`config.mk`:
```
export PLATFORM = sky130hd
export DESIGN_NAME = rmq_front
export DESIGN_NICKNAME = d
export VERILOG_FILES = /design/src/rtl/rmq_pkg.sv /design/src/rtl/rmq_front.sv
export SDC_FILE = /design/constraint.sdc
export NUM_CORES = 2
export LEC_CHECK = 0
export BUFFER_PORTS_ARGS = -buffer_cell sky130_fd_sc_hd__clkbuf_2
export CAP_MARGIN = 20
export CELL_PAD_IN_SITES_DETAIL_PLACEMENT = 1
export CELL_PAD_IN_SITES_GLOBAL_PLACEMENT = 2
export CORE_ASPECT_RATIO = 0.6
export CORE_UTILIZATION = 35
export DETAILED_ROUTE_END_ITERATION = 8
export PLACE_DENSITY_LB_ADDON = 0.3
export SLEW_MARGIN = 20
export SYNTH_ARGS = -nofsm -noshare
export SYNTH_HDL_FRONTEND = slang
export SYNTH_SLANG_ARGS = --single-unit
```
`constraint.sdc`:
```
create_clock -name clock -period 4.55 [get_ports clock]
set_input_delay 0.455 -clock clock [delete_from_list [all_inputs] [get_ports clock]]
set_output_delay 0.455 -clock clock [all_outputs]
set_load 0.01 [all_outputs]
```
`src/rtl/rmq_pkg.sv`:
```
// Shared types and constants for the rotation matrix to quaternion pipeline.
// Used by every module of the block; no dependencies.
package rmq_pkg;

   // Number format and derived widths
   localparam int FRAC_BITS = 30;
   localparam int ELEM_W    = 32;                 // matrix and quaternion elements
   localparam int THR_W     = 31;                 // trace threshold register
   localparam int TRACE_W   = ELEM_W + 2;         // sum of three elements
   localparam int RAD_W     = ELEM_W + 3;         // one plus/minus three elements
   localparam int R_W       = FRAC_BITS + 4;      // clamped radicand, up to 8.0
   localparam int X_W       = 2 * (FRAC_BITS + 2);// radicand scaled for the root
   localparam int ROOT_W    = X_W / 2;            // root bits, one per step
   localparam int SQ_STEPS  = ROOT_W;
   localparam int SREM_W    = ROOT_W + 4;         // root partial remainder
   localparam int NUM_W     = ELEM_W + 1;         // sum or difference of two elements
   localparam int D_W       = ROOT_W + 1;         // divisor 2t
   localparam int DREM_W    = D_W + 1;            // divider partial remainder
   localparam int Q_W       = FRAC_BITS + 1;      // quotient bits before saturation
   localparam int DIV_STEPS = Q_W;
   localparam int LANES     = 3;

   localparam logic [ELEM_W-1:0] ONE_Q   = ELEM_W'(64'd1 << FRAC_BITS);
   localparam logic [RAD_W-1:0]  RAD_ONE = RAD_W'(64'd1 << FRAC_BITS);
   localparam logic [RAD_W-1:0]  RAD_MAX = RAD_W'(64'd8 << FRAC_BITS);

   // Branch codes
   localparam logic [1:0] BR_TRACE = 2'd0;
   localparam logic [1:0] BR_M11   = 2'd1;
   localparam logic [1:0] BR_M22   = 2'd2;
   localparam logic [1:0] BR_M33   = 2'd3;

   // Width of the register byte address
   localparam int CSR_ADDR_W = 3;

   typedef logic signed [ELEM_W-1:0] elem_type;
   typedef logic signed [NUM_W-1:0]  num_type;

   typedef struct packed {
      elem_type m33, m32, m31, m23, m22, m21, m13, m12, m11;
   } mat_type;

   // Item context through the root pipeline: branch, invalid flag and the
   // three off-diagonal numerators in x, y, z, w order with the diagonal skipped
   typedef struct packed {
      logic [1:0] branch;
      logic       bad;
      num_type    n2, n1, n0;
   } ctx_type;

   typedef struct packed {
      logic [1:0] branch;
      logic       bad;
   } meta_type;

   typedef struct packed {
      logic              neg;
      logic              sat;
      logic [DREM_W-1:0] rem;
      logic [Q_W-1:0]    q;
   } lane_type;

   typedef struct packed {
      elem_type   x, y, z, w;
      logic [1:0] branch;
      logic       bad;
   } quat_type;

endpackage

```
`src/rtl/rmq_front.sv`:
```
// Front end: trace, branch choice, radicand and numerators (two stages).
// Depends on rmq_pkg.
module rmq_front import rmq_pkg::*; (
   input  logic             clock,
   input  logic             reset,
   input  logic             adv,
   input  logic             in_valid,
   input  mat_type          mat,
   input  logic [THR_W-1:0] threshold,
   output logic             out_valid,
   output logic [R_W-1:0]   out_r,
   output ctx_type          out_ctx
);

   // Stage A registers
   logic                            a_vld_ff;
   logic signed [TRACE_W-1:0]       trace_ff;
   logic signed [RAD_W-1:0]         rad_ff [4];
   logic                            c11_ff, c22_ff;
   num_type d_zy_ff, d_xz_ff, d_yx_ff, s_xy_ff, s_xz_ff, s_yz_ff;

   // Stage B registers
   logic            b_vld_ff;
   logic [R_W-1:0]  r_ff;
   ctx_type         ctx_ff;

   // Stage B next values
   logic [1:0]              br_in;
   logic signed [RAD_W-1:0] rad_sel;
   logic                    bad_in;
   logic [R_W-1:0]          r_in;
   ctx_type                 ctx_in;

   always_ff @(posedge clock) begin
      if (reset) begin
         a_vld_ff <= 1'b0;
         b_vld_ff <= 1'b0;
      end else if (adv) begin
         a_vld_ff <= in_valid;
         b_vld_ff <= a_vld_ff;
      end
   end

   // Stage A: sums, all four radicands, diagonal comparisons
   always_ff @(posedge clock) begin
      if (adv) begin
         trace_ff  <= TRACE_W'(mat.m11) + TRACE_W'(mat.m22) + TRACE_W'(mat.m33);
         rad_ff[0] <= $signed(RAD_ONE) + RAD_W'(mat.m11) + RAD_W'(mat.m22)
                      + RAD_W'(mat.m33);
         rad_ff[1] <= $signed(RAD_ONE) + RAD_W'(mat.m11) - RAD_W'(mat.m22)
                      - RAD_W'(mat.m33);
         rad_ff[2] <= $signed(RAD_ONE) + RAD_W'(mat.m22) - RAD_W'(mat.m11)
                      - RAD_W'(mat.m33);
         rad_ff[3] <= $signed(RAD_ONE) + RAD_W'(mat.m33) - RAD_W'(mat.m11)
                      - RAD_W'(mat.m22);
         c11_ff    <= (mat.m11 > mat.m22) && (mat.m11 > mat.m33);
         c22_ff    <= mat.m22 > mat.m33;
         d_zy_ff   <= NUM_W'(mat.m32) - NUM_W'(mat.m23);
         d_xz_ff   <= NUM_W'(mat.m13) - NUM_W'(mat.m31);
         d_yx_ff   <= NUM_W'(mat.m21) - NUM_W'(mat.m12);
         s_xy_ff   <= NUM_W'(mat.m12) + NUM_W'(mat.m21);
         s_xz_ff   <= NUM_W'(mat.m13) + NUM_W'(mat.m31);
         s_yz_ff   <= NUM_W'(mat.m23) + NUM_W'(mat.m32);
      end
   end

   // Stage B: pick the branch, clamp the radicand, route numerators
   always_comb begin
      if (trace_ff > $signed({{(TRACE_W-THR_W){1'b0}}, threshold})) br_in = BR_TRACE;
      else if (c11_ff) br_in = BR_M11;
      else if (c22_ff) br_in = BR_M22;
      else             br_in = BR_M33;

      rad_sel = rad_ff[br_in];
      bad_in  = rad_sel[RAD_W-1] || (rad_sel == '0);
      if (rad_sel > $signed(RAD_MAX)) r_in = R_W'(RAD_MAX);
      else                            r_in = rad_sel[R_W-1:0];

      ctx_in.branch = br_in;
      ctx_in.bad    = bad_in;
      case (br_in)
         BR_TRACE: begin
            ctx_in.n0 = d_zy_ff; ctx_in.n1 = d_xz_ff; ctx_in.n2 = d_yx_ff;
         end
         BR_M11: begin
            ctx_in.n0 = s_xy_ff; ctx_in.n1 = s_xz_ff; ctx_in.n2 = d_zy_ff;
         end
         BR_M22: begin
            ctx_in.n0 = s_xy_ff; ctx_in.n1 = s_yz_ff; ctx_in.n2 = d_xz_ff;
         end
         default: begin
            ctx_in.n0 = s_xz_ff; ctx_in.n1 = s_yz_ff; ctx_in.n2 = d_yx_ff;
         end
      endcase
   end

   always_ff @(posedge clock) begin
      if (adv) begin
         r_ff   <= r_in;
         ctx_ff <= ctx_in;
      end
   end

   assign out_valid = b_vld_ff;
   assign out_r     = r_ff;
   assign out_ctx   = ctx_ff;

endmodule

```
==> key figures <==
Outcome
  • Outcome: complete, no violations

Clock network
  • # H-tree levels: 2
  • Clk sinks: ~480
  • Root Buffer: clkbuf_16
  • CTS tree: built
  • CTS buffer count: 54
  • Max clock buf depth: 3
  • Clk_lat worst skew: ~670 ps
  • Clock transition at path regs: roughly 70 ps
  • # Post-CTS Setup Buffers: 0

STA
  • Worst-Margin Slew: around 1200 ps
  • Pins Over Slew Limit: 0
  • RSZ-0062 raised after global routing: false
  • Final period util: ~97%
  • Final Hold Vio Count: 0
  • Final setup viols: 0
  • Slew headroom: 21.8%
  • Fin worst setup slack: between 150 and 200 ps
  • Fin crit period: approximately 4400 ps
  • Highest Clock Rate: 227 MHz
  • Skew final: ~67 ps

Synth
  • Seq cells post-synth: 477
  • Synth cell types: 74
  • Mapped cell area: roughly 40000 µm²
  • Main combinational cell family by area after synthesis: adder cells
  • Synth Area in XOR/XNOR: around 6%
  • Yosys warnings: 0
  • Post-synthesis mux area share: around 2.9%
  • Synthesized-area fraction occupied by and/or/nand/nor cells: 10.4%
  • Syn_area_per_cell: 10.1 µm²
  • Area share of fa/ha/maj cells after synthesis: between 20% and 30%
  • Top FF cell, synth: edfxtp_1
  • Synth async-reset ratio: 0%
  • Post-synthesis compound-gate area fraction: between 10 and 15%
  • Post-synth EDFFs: around 480
  • Mapped Nets: 5088
  • Synth Instances: around 4000
  • Seq/Total Area, Yosys: 35.3%

Worst setup path
  • Reg2Reg Launch Point: trace_ff[8]
  • Worst-path fanout max: 11
  • Top delay family on crit path: simple AND/OR/NAND/NOR gates
  • Reg2reg end: out_r[15]
  • Reg2Reg Setup Slack: roughly 150 ps
  • R2R cell count: 14
  • WP data arrival: between 4000 and 5000 ps
  • Critical path class: flip-flop to flip-flop
  • Worst setup SP type: flip-flop
  • CP dominant cell by count: buf_4
  • Slowest CP cell: or4b_2
  • Crit path buf inv count: 3
  • Crit. End Element: flip-flop
  • Worst EP required: 5040 ps
  • Cells along the critical path: ha_1 -> nand3_1 -> or4b_2 -> nor3_1 -> o21ai_0 -> nand4_1 -> o21a_4 -> buf_4 -> nor2_1 -> a221oi_1 -> buf_4 -> a41oi_1 -> buf_4 -> nor2_1
  • Worst path max stage delay: 710 ps

Placement
  • Place WS: -470 ps
  • DP Area: roughly 47000 µm²
  • HPWL after DPL: around 130000 µm
  • Number of port buffers: between 400 and 500
  • Routability cong.: 0.928

Global routing
  • Vias in the first global route: roughly 34000
  • Largest net degree at the start of global routing: around 130
  • First-pass GRT wire length: 225000 µm
  • Antenna violations before repair: 26
  • GRT overflow: 0
  • All-Layer GR Usage: 26.3%

Pwr
  • Sw frac: between 30% and 40%
  • Reg power frac: 35.6%
  • Part of the power in combinational logic: 42.0%
  • Internal power: roughly 12 mW
  • Clock share of power: between 20% and 30%
  • Sw Pwr: a little under 8 mW
  • PwrDens: 406 nW/µm²
  • Max VDD drop: between 0.3 and 0.4 mV
  • Leakage: 22.6 nW

Die
  • Die H: ~270 µm
  • Site row count: 96
  • Die width: between 400 and 500 µm
  • Core area: ~110000 µm²
  • I/O pin count: 460
  • Initial Util: a little over a third
  • Die area: between 100000 and 150000 µm²

Layout
  • Most common cell after layout, fill and taps aside: ha_1
  • Layout cell share with drive strength beyond 1: 19.9%
  • Post-route cell area: around 50000 µm²
  • Area growth from synthesis to layout: 21.1%
  • Nets: slightly below 6000
  • Most frequent cells in the layout: ha_1 (611), edfxtp_1 (475), clkbuf_2 (458)

Drt
  • DRC viols: 0
  • Iteration-0 DRC Markers: ~2700
  • DRT antenna net count: 0
  • Detailed Routing Iterations Pass 1: 5
  • Avg Vias per Cell: about 5.2
  • Final WL: 157000 µm
  • Via count: between 30000 and 40000
  • Per-cell routed wire length: ~25 µm

Hold path
  • Min-delay src: in_valid
  • HP Class: input pin to flip-flop
  • Hold path cells: 3
  • Hold endpoint: a_vld_ff

Job
  • Max-Cap Viols: 0
stage by stage:
stage / setup TNS, ps / utilization, % / power (mW) / hold WS [ps] / std cells
after floorplan: 0 / - / 11.3 / 460 / 4014
after global placement: -3140 / 41.3 / 15.2 / 478 / 6256
after detailed placement: -6170 / 41.3 / 15.3 / 494 / 6256
after CTS: 0 / 42.8 / 19.9 / 57.9 / 6358
after global routing: 0 / 42.8 / 20.9 / 140 / 6363
final: 0 / 42.9 / 19.9 / 103 / 6366
flip-flops by register name, summed over array words and instances (netlist names), 32 cells and up:
register	flops
trace_ff	34
s_xz_ff	32
s_yz_ff	32
out_ctx	102
out_r	34
s_xy_ff	32
d_zy_ff	33
d_yx_ff	33
rad_ff	108
d_xz_ff	33
cell usage after synthesis, types with 39 or more instances:
| cell | count | area, µm² |
|---|---|---|
| nor2_1 | 355 | 1330 |
| o21bai_1 | 69 | 518 |
| ha_1 | 611 | 7640 |
| o21a_1 | 40 | 300 |
| nand2_1 | 235 | 882 |
| clkbuf_1 | 97 | 364 |
| nand3_1 | 40 | 200 |
| xnor2_1 | 210 | 1840 |
| nor2b_1 | 41 | 257 |
| inv_1 | 402 | 1510 |
| a22oi_1 | 41 | 308 |
| edfxtp_1 | 475 | 14300 |
| a21o_1 | 87 | 653 |
| mux2i_1 | 116 | 1160 |
| fa_1 | 140 | 2800 |
| xor2_1 | 73 | 639 |
| a21oi_1 | 328 | 1640 |
| nand2b_1 | 39 | 244 |
| o21ai_0 | 211 | 1060 |
| nor3_1 | 70 | 350 |
how the worst max path moves through the flow:
stage | to | cells past startpoint | startpoint
3_5_place_dp | rad_ff[3][33] | 17 | mat[10]
5_1_grt | rad_ff[1][32] | 19 | mat[0]
6_report | out_r[15] | 14 | trace_ff[8]
4_1_cts | out_r[15] | 14 | trace_ff[17]
2_1_floorplan | rad_ff[2][32] | 16 | mat[2]
3_3_place_gp | rad_ff[3][33] | 17 | mat[10]
metal layers:
layer | GRT usage [%] | wire length, µm
met1 | 41.4 | 80300
met2 | 35.1 | 60700
met3 | 7.27 | 13500
met4 | 4.20 | 2420
met5 | 0 | 92
cell type report:
| class | instances | area (µm²) |
|---|---|---|
| diodes | 8 | 20.0 |
| clock inverters | 36 | 333 |
| inverters | 402 | 1510 |
| clock buffers | 65 | 1390 |
| fillers | 13000 | 65400 |
| multi-input cells | 3028 | 24300 |
| repair buffers | 831 | 5250 |
| flip-flops and latches | 477 | 14300 |
| well taps | 1519 | 1900 |
worst reg2reg max path, cell delays in order (launching register included):
cell      delay (ps)
edfxtp_1         560
ha_1             380
nand3_1          100
or4b_2           710
nor3_1           400
o21ai_0          220
nand4_1          180
o21a_4           340
buf_4            220
nor2_1            50
a221oi_1         390
buf_4            210
a41oi_1          130
buf_4            220
nor2_1           140
kinds of logic (layout without fill, tap and decap cells):
kind of cell             after synthesis  after routing
AO/OA/AOI/OAI                        950            950
AND/OR/NAND/NOR                      926            926
buffers and inverters                509           1334
adder cells (fa/ha/maj)              751            751
flip-flops                           477            477
XOR/XNOR                             283            283
other                                  0              8
multiplexers                         118            118
power groups by stage:
stage	registers, mW	logic (mW)	clock network (mW)
after floorplan	6.82	4.44	0
after global placement	7.12	8.06	0
after detailed placement	7.12	8.17	0
after CTS	7.05	8.26	4.55
after global routing	7.15	9.05	4.68
final	7.09	8.36	4.46
repair_timing:
item,CTS,global route
endpoints found under the hold margin,2,0
endpoints found under the setup margin,0,3
hold buffers,1,0
gates resized for setup,0,4
(Power assumes the default switching activity.)
